`config.mk`:
```
export PLATFORM = sky130hd
export DESIGN_NAME = pci_config_access_splitter_unit
export DESIGN_NICKNAME = d
export VERILOG_FILES = /design/src/sv/pcas_pkg.sv /design/src/sv/pci_config_access_splitter_unit.sv /design/src/sv/pcas_front.sv /design/src/sv/pcas_back.sv
export SDC_FILE = /design/constraint.sdc
export NUM_CORES = 1
export LEC_CHECK = 0
export BUFFER_PORTS_ARGS = -buffer_cell sky130_fd_sc_hd__buf_2
export CAP_MARGIN = 20
export CORE_MARGIN = 4
export CORE_UTILIZATION = 60
export DETAILED_ROUTE_END_ITERATION = 8
export PLACE_DENSITY = 0.84
export SYNTH_ARGS = -nofsm -noshare
export SYNTH_HDL_FRONTEND = slang
export SYNTH_SLANG_ARGS = --single-unit
```
`constraint.sdc`:
```
create_clock -name clk -period 5.5 [get_ports clk]
set_input_delay 0 -clock clk [delete_from_list [all_inputs] [get_ports clk]]
set_output_delay 0 -clock clk [all_outputs]
set_load 0.05 [all_outputs]
```
`src/sv/pcas_pkg.sv`:
```
// Package for the PCI configuration access splitter.
// Holds the request job type, sequencer states and the port and address constants.
// No dependencies.
package pcas_pkg;

  // Longest request in bytes; longer requests saturate to this
  localparam int unsigned MAX_LEN = 64;

  localparam logic [6:0]  LEN_MAX      = 7'(MAX_LEN);
  localparam logic [31:0] CONF_ENABLE  = 32'h8000_0000;
  localparam logic [15:0] PORT_ADDR1   = 16'h0CFC;
  localparam logic [15:0] PORT_BASE2   = 16'hC000;
  localparam logic [7:0]  ENABLE2      = 8'hF0;
  localparam logic [8:0]  REG_LIMIT    = 9'h100;
  localparam logic [4:0]  DEV_LIMIT2   = 5'd16;
  localparam int unsigned QUEUE_DEPTH  = 2;

  // Request modes
  localparam logic [1:0] MODE_M1_RD = 2'd0;
  localparam logic [1:0] MODE_M1_WR = 2'd1;
  localparam logic [1:0] MODE_M2_RD = 2'd2;
  localparam logic [1:0] MODE_M2_WR = 2'd3;

  // Classified request handed from front to back
  typedef struct packed {
    logic       wr;      // write access
    logic       mech2;   // configuration mechanism 2
    logic       bad;     // rejected on the first chunk
    logic       empty;   // zero length after saturation
    logic [6:0] len;     // saturated length
    logic [7:0] bus;
    logic [4:0] dev;
    logic [2:0] func;
    logic [7:0] off;     // start offset, low byte
  } job_t;

  typedef enum logic [0:0] {
    ST_IDLE = 1'b0,
    ST_RUN  = 1'b1
  } seq_state_t;

endpackage

```
`src/sv/pci_config_access_splitter_unit.sv`:
```
// A request beat is written to the queue, then fetched into the job register, and
// each chunk is registered as a result beat. A request of k chunks holds the back
// end for one fetch from the queue, then one chunk per cycle while the result
// channel is not stalled. A zero-length request, or one rejected on its first
// chunk, gives one beat; a later rejection adds one error beat after the good chunks.
// Reset: synchronous, active low; empties the queue, idles the sequencer and
// drops any pending result beat.
//
// Top level of the PCI configuration access splitter.
// Depends on pcas_pkg, pcas_front and pcas_back.
module pci_config_access_splitter_unit
  import pcas_pkg::*;
(
  input  logic        clk,
  input  logic        rst_n,
  // Request channel
  input  logic        in_tvalid,
  output logic        in_tready,
  input  logic [39:0] in_tdata,   // bus_number[7:0], device_number[12:8],
                                  // function_number[15:13], start_offset[27:16],
                                  // byte_length[34:28], zero fill[39:35]
  input  logic [1:0]  in_tuser,   // mode[1:0]
  // Result channel
  output logic        out_tvalid,
  input  logic        out_tready,
  output logic [71:0] out_tdata,  // address_word[31:0], bus_port_value[39:32],
                                  // data_port[55:40], chunk_bytes[58:56],
                                  // buffer_offset[65:59], zero fill[71:66]
  output logic [1:0]  out_tuser,  // is_write[0], error_flag[1]
  output logic        out_tlast   // last_chunk
);

  job_t        job;
  logic        job_valid;
  logic        job_pop;
  logic [31:0] addr;
  logic [7:0]  busv;
  logic [15:0] port;
  logic [2:0]  nbytes;
  logic [6:0]  done;
  logic        wr, err;

  // Front: accept, classify and queue each request beat
  pcas_front u_front (
    .clk       (clk),
    .rst_n     (rst_n),
    .in_tvalid (in_tvalid),
    .in_tready (in_tready),
    .in_mode   (in_tuser),
    .in_bus    (in_tdata[7:0]),
    .in_dev    (in_tdata[12:8]),
    .in_func   (in_tdata[15:13]),
    .in_start  (in_tdata[27:16]),
    .in_len    (in_tdata[34:28]),
    .job_valid (job_valid),
    .job       (job),
    .job_pop   (job_pop)
  );

  // Back: split the head request into aligned chunks, one result beat each
  pcas_back u_back (
    .clk        (clk),
    .rst_n      (rst_n),
    .job_valid  (job_valid),
    .job        (job),
    .job_pop    (job_pop),
    .out_tvalid (out_tvalid),
    .out_tready (out_tready),
    .out_addr   (addr),
    .out_busv   (busv),
    .out_port   (port),
    .out_nbytes (nbytes),
    .out_done   (done),
    .out_wr     (wr),
    .out_err    (err),
    .out_last   (out_tlast)
  );

  // Pack the result beat, lowest field first
  assign out_tdata = {6'd0, done, nbytes, port, busv, addr};
  assign out_tuser = {err, wr};

endmodule

```
`src/sv/pcas_front.sv`:
```
// Front end of the splitter: accepts requests, classifies them, queues them.
// Depends on pcas_pkg.
module pcas_front
  import pcas_pkg::*;
(
  input  logic        clk,
  input  logic        rst_n,
  input  logic        in_tvalid,
  output logic        in_tready,
  input  logic [1:0]  in_mode,
  input  logic [7:0]  in_bus,
  input  logic [4:0]  in_dev,
  input  logic [2:0]  in_func,
  input  logic [11:0] in_start,
  input  logic [6:0]  in_len,
  output logic        job_valid,
  output job_t        job,
  input  logic        job_pop
);

  job_t       q_r [QUEUE_DEPTH];
  logic       wr_ptr_r, wr_ptr_nxt;
  logic       rd_ptr_r, rd_ptr_nxt;
  logic [1:0] count_r, count_nxt;
  job_t       cls;
  logic       push, pop;

  // Classify: saturate length, flag bad device or register
  always_comb begin
    cls.wr    = (in_mode == MODE_M1_WR) || (in_mode == MODE_M2_WR);
    cls.mech2 = (in_mode == MODE_M2_RD) || (in_mode == MODE_M2_WR);
    cls.len   = (in_len > LEN_MAX) ? LEN_MAX : in_len;
    cls.empty = (cls.len == 7'd0);
    cls.bad   = (in_start >= 12'(REG_LIMIT)) || (cls.mech2 && (in_dev >= DEV_LIMIT2));
    cls.bus   = in_bus;
    cls.dev   = in_dev;
    cls.func  = in_func;
    cls.off   = in_start[7:0];
  end

  assign in_tready = (count_r != 2'(QUEUE_DEPTH));
  assign push      = in_tvalid && in_tready;
  assign job_valid = (count_r != 2'd0);
  assign pop       = job_valid && job_pop;
  assign job       = q_r[rd_ptr_r];

  always_comb begin
    wr_ptr_nxt = push ? ~wr_ptr_r : wr_ptr_r;
    rd_ptr_nxt = pop ? ~rd_ptr_r : rd_ptr_r;
    count_nxt  = count_r + 2'(push) - 2'(pop);
  end

  always_ff @(posedge clk) begin
    if (!rst_n) begin
      wr_ptr_r <= 1'b0;
      rd_ptr_r <= 1'b0;
      count_r  <= 2'd0;
    end else begin
      wr_ptr_r <= wr_ptr_nxt;
      rd_ptr_r <= rd_ptr_nxt;
      count_r  <= count_nxt;
    end
  end

  always_ff @(posedge clk) begin
    if (push) begin
      q_r[wr_ptr_r] <= cls;
    end
  end

endmodule

```
`src/sv/pcas_back.sv`:
```
// Back end of the splitter: walks one queued request, one chunk per beat.
// Depends on pcas_pkg.
module pcas_back
  import pcas_pkg::*;
(
  input  logic        clk,
  input  logic        rst_n,
  input  logic        job_valid,
  input  job_t        job,
  output logic        job_pop,
  output logic        out_tvalid,
  input  logic        out_tready,
  output logic [31:0] out_addr,
  output logic [7:0]  out_busv,
  output logic [15:0] out_port,
  output logic [2:0]  out_nbytes,
  output logic [6:0]  out_done,
  output logic        out_wr,
  output logic        out_err,
  output logic        out_last
);

  seq_state_t  state_r, state_nxt;
  job_t        job_r, job_nxt;
  logic [8:0]  off_r, off_nxt;
  logic [6:0]  done_r, done_nxt;
  logic        valid_r, valid_nxt;
  logic [31:0] addr_r, addr_nxt;
  logic [7:0]  busv_r, busv_nxt;
  logic [15:0] port_r, port_nxt;
  logic [2:0]  nbytes_r, nbytes_nxt;
  logic [6:0]  bdone_r, bdone_nxt;
  logic        wr_r, wr_nxt;
  logic        err_r, err_nxt;
  logic        last_r, last_nxt;

  logic [6:0]  left;
  logic [1:0]  lo;
  logic [2:0]  n;
  logic        err, fin, slot_free, load;

  // Chunk size: alignment of the offset, cut down to the bytes left
  always_comb begin
    left = job_r.len - done_r;
    lo   = off_r[1:0];
    case (lo)
      2'd0:    n = (left >= 7'd4) ? 3'd4 : ((left >= 7'd2) ? 3'd2 : 3'd1);
      2'd2:    n = (left >= 7'd2) ? 3'd2 : 3'd1;
      default: n = 3'd1;
    endcase
    err = job_r.bad || (off_r >= REG_LIMIT);
    fin = job_r.empty || err || ({4'd0, n} >= left);
  end

  assign slot_free = !valid_r || out_tready;

  always_ff @(posedge clk) begin
    if (!rst_n) begin
      state_r <= ST_IDLE;
      valid_r <= 1'b0;
    end else begin
      state_r <= state_nxt;
      valid_r <= valid_nxt;
    end
  end

  always_ff @(posedge clk) begin
    job_r    <= job_nxt;
    off_r    <= off_nxt;
    done_r   <= done_nxt;
    addr_r   <= addr_nxt;
    busv_r   <= busv_nxt;
    port_r   <= port_nxt;
    nbytes_r <= nbytes_nxt;
    bdone_r  <= bdone_nxt;
    wr_r     <= wr_nxt;
    err_r    <= err_nxt;
    last_r   <= last_nxt;
  end

  always_comb begin
    state_nxt  = state_r;
    job_nxt    = job_r;
    off_nxt    = off_r;
    done_nxt   = done_r;
    job_pop    = 1'b0;
    load       = 1'b0;
    valid_nxt  = valid_r && !out_tready;
    addr_nxt   = addr_r;
    busv_nxt   = busv_r;
    port_nxt   = port_r;
    nbytes_nxt = nbytes_r;
    bdone_nxt  = bdone_r;
    wr_nxt     = wr_r;
    err_nxt    = err_r;
    last_nxt   = last_r;
    case (state_r)
      ST_IDLE: begin
        job_pop = job_valid;
        if (job_valid) begin
          job_nxt   = job;
          off_nxt   = {1'b0, job.off};
          done_nxt  = 7'd0;
          state_nxt = ST_RUN;
        end
      end
      ST_RUN: begin
        load = slot_free;
      end
      default: begin
        state_nxt = ST_IDLE;
      end
    endcase

    if (load) begin
      valid_nxt  = 1'b1;
      wr_nxt     = job_r.wr;
      last_nxt   = fin;
      bdone_nxt  = done_r;
      addr_nxt   = 32'd0;
      busv_nxt   = 8'd0;
      port_nxt   = 16'd0;
      nbytes_nxt = 3'd0;
      err_nxt    = 1'b0;
      if (job_r.empty) begin
        bdone_nxt = 7'd0;
      end else if (err) begin
        err_nxt = 1'b1;
      end else begin
        nbytes_nxt = n;
        if (job_r.mech2) begin
          addr_nxt = {24'd0, ENABLE2 | {4'd0, job_r.func, 1'b0}};
          busv_nxt = job_r.bus;
          port_nxt = PORT_BASE2 | {4'd0, job_r.dev[3:0], off_r[7:0]};
        end else begin
          addr_nxt = CONF_ENABLE | {8'd0, job_r.bus, job_r.dev, job_r.func,
                                    off_r[7:2], 2'b00};
          port_nxt = PORT_ADDR1 | {14'd0, lo};
        end
      end
      off_nxt  = off_r + {6'd0, n};
      done_nxt = done_r + {4'd0, n};
      if (fin) begin
        state_nxt = ST_IDLE;
      end
    end
  end

  assign out_tvalid = valid_r;
  assign out_addr   = addr_r;
  assign out_busv   = busv_r;
  assign out_port   = port_r;
  assign out_nbytes = nbytes_r;
  assign out_done   = bdone_r;
  assign out_wr     = wr_r;
  assign out_err    = err_r;
  assign out_last   = last_r;

endmodule

```
# Word-level counts from Yosys, hierarchy flattened
# Memory sizes are Yosys's and may differ from the RTL's. A register that Yosys moved wholly into a read port is not among the register bits.
# Cells that the tools add are included.
# word_totals
memories	1
word_cells	95
ramBits	70
out_inout_bits	77
regBits	118
# classes
n_eq_ne	6
mux	24
addsub	5
bitwise_logic	4
order_cmp	7
reduce_logical	22
# mem_list
memory	depth	width	read_ports	rd_ports_with_merged_regs	wr	line_no	rtl
u_front.q_r	2	35	1	1	1	pcas_front.sv:21	job_t q_r [QUEUE_DEPTH];
# ops
operator	count
$mux W32	1
$mux W7	4
$mux W9	3
$mux W16	1
$ge A12 B9 Y1 const B	1
$mux W1	12
$add A9 B3 Y9	1
$ge A9 B9 Y1 const B	1
$add A7 B3 Y7	1
$ge A3 B7 Y1	1
$ge A7 B2 Y1 const B	1
$ge A7 B3 Y1 const B	1
$gt A7 B7 Y1 const B	1
$logic_not A7 Y1	1
$logic_or A1 B1 Y1	7
$sub A7 B7 Y7	1
$eq A2 B2 Y1 const B	3
$pmux W3 S2	1
$reduce_or A3 Y1	2
$ge A5 B5 Y1 const B	1
$logic_and A1 B1 Y1	4
$ne A2 B2 Y1 const B	2
$not A1 Y1	4
$reduce_and A2 Y1	2
other kinds (9)	11

# Depth between registers and ports, before layout
# logic_depth
word_depth	9
ltp_mapped	16
ltp_nobuf	16

# By module
# A second synthesis with hierarchy kept.
# hier_totals
hier_cells	478
hier_area_um2	7358.3
# by_module_without_submodules
mod	cells_each	n_inst	seq_area_each_um2	area_per_inst_um2
pcas_back	322	1	3072.9	4454.3
pcas_front	147	1	2202.1	2840.2
pci_config_access_splitter_unit	9	1	0.0	63.8

# Worst setup path before layout
# No wires, ideal clock.
# synth_path
path_kind	register to register
startpoint	register u_back.done_r[0]
endpoint	register u_back.done_r[6], data pin
required_ns	5.234
stages_incl_launch_ff	16
n_path_buf	0
path_slack_ns	1.926
synth_period_minus_slack_ns	3.574
t_arrival_ns	3.308
path_cell_list	edfxtp_1 -> ha_1 -> fa_1 -> nor2b_2 -> o221ai_1 -> a2bb2oi_1 -> nor3b_4 -> a21o_1 -> ha_1 -> inv_1 -> fa_1 -> nor2b_1 -> o21ai_1 -> or3_1 -> xor2_1 -> nor2_1
# synth_via
elab_chain_cells	7
word_cells_on_any_way	8
classes_between	2 x add/sub; 2 x order compare; 4 x mux
# synth_rtl
item	line_no	rtl
from (decl)	pcas_back.sv:26	logic [6:0] done_r, done_nxt;
from (signal assigned)	pcas_back.sv:70	done_r <= done_nxt;
$sub A7 B7 Y7 (*)	pcas_back.sv:44	left = job_r.len - done_r;
$ge A7 B2 Y1	pcas_back.sv:47, pcas_back.sv:48	
$mux W2	pcas_back.sv:47, pcas_back.sv:48	
$mux W3	pcas_back.sv:47	2'd0: n = (left >= 7'd4) ? 3'd4 : ((left >= 7'd2) ? 3'd2 : 3'd1);
$pmux W3 S2 (*)	pcas_back.sv:46	case (lo)
net u_back.n[0]	pcas_back.sv:39	logic [2:0] n;
$add A7 B3 Y7 (*)	pcas_back.sv:142	done_nxt = done_r + {4'd0, n};
$mux W7 (*)	pcas_back.sv:115	if (load) begin
# The timed path passes the listed nets; every way through them passes the cells marked *.
# A chain may end at the register's enable or synchronous reset.

# Worst setup path after layout
# Same ends and word-level chain as after synthesis.

==> run summary <==
The run finished with clean final reports. The number of port buffers came out at 101. The number of clock sinks came out at 178. For this run, the register share of the synthesized area comes to 0.7175.

The total power after layout is 5.204 mW. The class of the most critical setup path is flop to flop. The final layout contains routed wiring with a total length of 13.48 mm. During synthesis, Yosys emitted a total of 0 warnings. The highest ir drop seen on vdd came out at 247.7 µV. The average detailed-routed wire length per instance came out at 17.34 µm.

For this run, asynchronously set or reset flops after synthesis account for 0. The die width is 118.7 µm. The area of the mapped netlist came out at 7352 µm². The die is 118.7 µm tall. The die covers 14090 µm². Clock-pin slew was measured on the worst setup and hold paths at 0.06 ns. STA classifies the critical path endpoint as a flop. The congestion estimate from routability-driven global placement came to 0.8058. The quantity of gates resized following cts is 0. The maximum net fanout on the critical path came out at 8. The critical path startpoint category is a flop. The type of the most critical hold path is primary input to flop. The number of synthesized flops with an enable pin is 171.

The tree is rooted in a sky130_fd_sc_hd__clkbuf_16. Across the routed clock network, the largest skew measured is 0.008597 ns. Based on the critical path, the design can be clocked at up to 0.2501 GHz. By area the synthesized netlist is led by sky130_fd_sc_hd__edfxtp_1 (70%), sky130_fd_sc_hd__mux2_2 (4.7%), sky130_fd_sc_hd__ha_1 (2.9%). The most common cell in the synthesized netlist is sky130_fd_sc_hd__edfxtp_1. Across all hold checks on the routed design, the worst slack comes to 0.1046 ns. The pin count of the biggest net entering global routing came out at 44. The number of buffers created by CTS is 17. Setup violations remaining at the end of the flow were counted as 0. The global-route congestion overflow total is 0.

The tightest slew margin relative to the limit is 0.3003. In this run, distinct cell masters in the synthesized netlist total 50. Setup repair after global routing left no endpoint under its margin. Clock latency on the worst-skew pair, taken at its later pin, is 0.42 ns.

The smallest clock period supported by the final layout is computed as 3.998 ns. The number of global-route vias before repair came out at 4208. The final worst-path cycle share is 0.7270. Power spread over the standard cell area amounts to 587.5 nW/µm². The number of placement rows is 40.

The total vias in the final route is 4175. Among all flip-flop cells after synthesis, the most frequent one is sky130_fd_sc_hd__edfxtp_1. The average instance area after synthesis came out at 15.48 µm².

In this run, synthesis produced a sequential element count of 178. The total count of hold-check failures in the final report is 0. The number of ports placed on the die boundary came out at 123. The number of antenna diodes came out at 0. The post-synthesis cell type with the largest combined area is sky130_fd_sc_hd__edfxtp_1. Counting along the longest clock path gives a buffer depth of 2. The total count of max-transition violations in the final report is 0. The first global-routing pass estimated 21.36 mm of wire.

The aggregate negative setup slack is 0 ns. At the worst endpoint, the required time is 5.64 ns. The final routed DRC violation total came out at 0.

Ranked by instance count, the synthesized netlist is headed by sky130_fd_sc_hd__edfxtp_1 (171), sky130_fd_sc_hd__mux2_2 (31), sky130_fd_sc_hd__nor2_1 (27), sky130_fd_sc_hd__inv_1 (23), sky130_fd_sc_hd__and2_1 (22). The clock tree from TritonCTS is done. The transition time of the tightest slew-check pin is 1.047 ns.

The ratio of routed vias to standard cells is 5.373. The core area is 12010 µm². After technology mapping, the gate count stands at 475.

The post-DP HPWL is 8.925 mm. The proportion of netlist area held by the largest area contributor came out at 0.6984. In the global route stage, overall resource usage came out at 0.1937.

The final antenna-violating net count is 0. At the worst endpoint, the arrival time is 4.14 ns. The layout cell share with drive strength beyond 1 came out at 0.2778.

The initial core utilization came out at 0.6121. The starting DRC count in detailed routing came out at 263. The total leakage power is 3.465 nW.

From synthesis to final layout, the design area changed by 20.47%. Across the run, the number of max-cap violations was 0. The number of H-tree branching levels came out at 4.

The first detailed-routing pass took 4 iterations. The number of antenna violations at the first check in global routing came out at 0. The count of nets after finishing came out at 683.
registers in the layout, summed over array words and instances (netlist names), named ones only:
name,count
u_back.state_r,1
u_back.done_r,7
u_front.q_r,70
u_front.rd_ptr_r,1
u_back.out_wr,1
u_back.job_r,27
u_back.out_err,1
u_back.out_port,13
u_back.off_r,9
u_front.wr_ptr_r,1
u_back.out_last,1
u_back.out_done,7
u_back.out_nbytes,3
u_front.count_r,2
u_back.out_busv,8
u_back.out_tvalid,1
u_back.out_addr,24
repair_timing:
| item | 4_1_cts | 5_1_grt |
|---|---|---|
| hold buffers | 38 | 0 |
| buffers inserted | 0 | 0 |
| hold endpoints to repair | 77 | 0 |
placed cells by master, fill, tap and decap left out, drive strengths merged, types with 2 or more instances in the layout:
cell type,count
edfxtp,171
buf,106
dlygate4sd3,38
mux2,32
inv,28
nor2,27
and2,22
clkbuf,20
nand2,17
ha,17
conb,16
a21oi,15
and3,13
nor2b,13
xnor2,13
o21ai,11
nor3,8
mux2i,8
dfxtp,7
a21o,6
clkinv,6
xor2,5
nor4,4
nand2b,2
nand3,2
o2111ai,2
o31ai,2
or3,2
fa,2
nor3b,2
o221ai,2
final timing paths:
kind,start,endpoint,slack (ns),cells past startpoint
hold reg to reg,u_back.job_r[34],u_back.out_wr,0.43,0
setup / recovery,u_back.done_r[0],u_back.done_r[6],1.50,15
hold / removal,in_tvalid,u_front.wr_ptr_r,0.10,4
setup reg to reg,u_back.done_r[0],u_back.done_r[6],1.50,15
per-layer routing:
layer / vias up / part of all wire / track usage
li1: 1993 / - / -
met1: 2018 / 0.43 / 0.2569
met2: 149 / 0.50 / 0.3165
met3: 15 / 0.058 / 0.04737
met4: 0 / 0.012 / 0.06445
met5: - / 0 / 0
critical path: stages, from the launching register on:
cell	delay, ns
sky130_fd_sc_hd__edfxtp_1	0.42
sky130_fd_sc_hd__ha_1	0.25
sky130_fd_sc_hd__fa_1	0.42
sky130_fd_sc_hd__nor2b_2	0.17
sky130_fd_sc_hd__o221ai_1	0.13
sky130_fd_sc_hd__a2bb2oi_1	0.19
sky130_fd_sc_hd__nor3b_4	0.42
sky130_fd_sc_hd__a21o_1	0.22
sky130_fd_sc_hd__ha_1	0.17
sky130_fd_sc_hd__inv_1	0.06
sky130_fd_sc_hd__fa_1	0.43
sky130_fd_sc_hd__nor2b_1	0.20
sky130_fd_sc_hd__o21ai_1	0.12
sky130_fd_sc_hd__or3_1	0.33
sky130_fd_sc_hd__xor2_1	0.13
sky130_fd_sc_hd__nor2_1	0.05
power by group:
part	leakage, nW	total (mW)	switching (mW)	internal (mW)
clock	0.254	1.07	0.489	0.580
combinational	1.53	1.94	1.30	0.644
sequential	1.68	2.19	0.200	1.99
total	3.47	5.20	1.99	3.22
cell type report:
cell class                      instances  area (µm²)
Clock inverter                         11       81.33
Clock buffer                           20       436.7
Timing Repair Buffer                  144       943.4
Sequential cell                       178        5275
Inverter                               24       90.09
Fill cell                             685        3154
Multi-Input combinational cell        253        1847
Tap cell                              147       183.9
stage by stage:
stage | instances | utilization | setup WS [ns] | instance area, µm²
finish | 777 | 0.7374 | 1.502 | 8857
global route | 777 | 0.7374 | 1.279 | 8857
CTS | 776 | 0.7351 | 1.516 | 8830
detailed placement | 707 | 0.6603 | 1.520 | 7931
global placement | 707 | 0.6603 | 1.692 | 7931
floorplan | 490 | - | 1.926 | 7408
kinds of logic (layout without fill, tap and decap cells):
logic type	count (synthesis)	in the layout	share of synthesized area
mux	40	40	0.06041
compound gates	45	45	0.03948
buf+inv	59	199	0.03999
fa+ha+maj	19	19	0.03438
flops	178	178	0.7175
other cells	1	16	0.0005101
simple gates	115	115	0.08526
xor+xnor	18	18	0.02246
(Power assumes the default switching activity.)
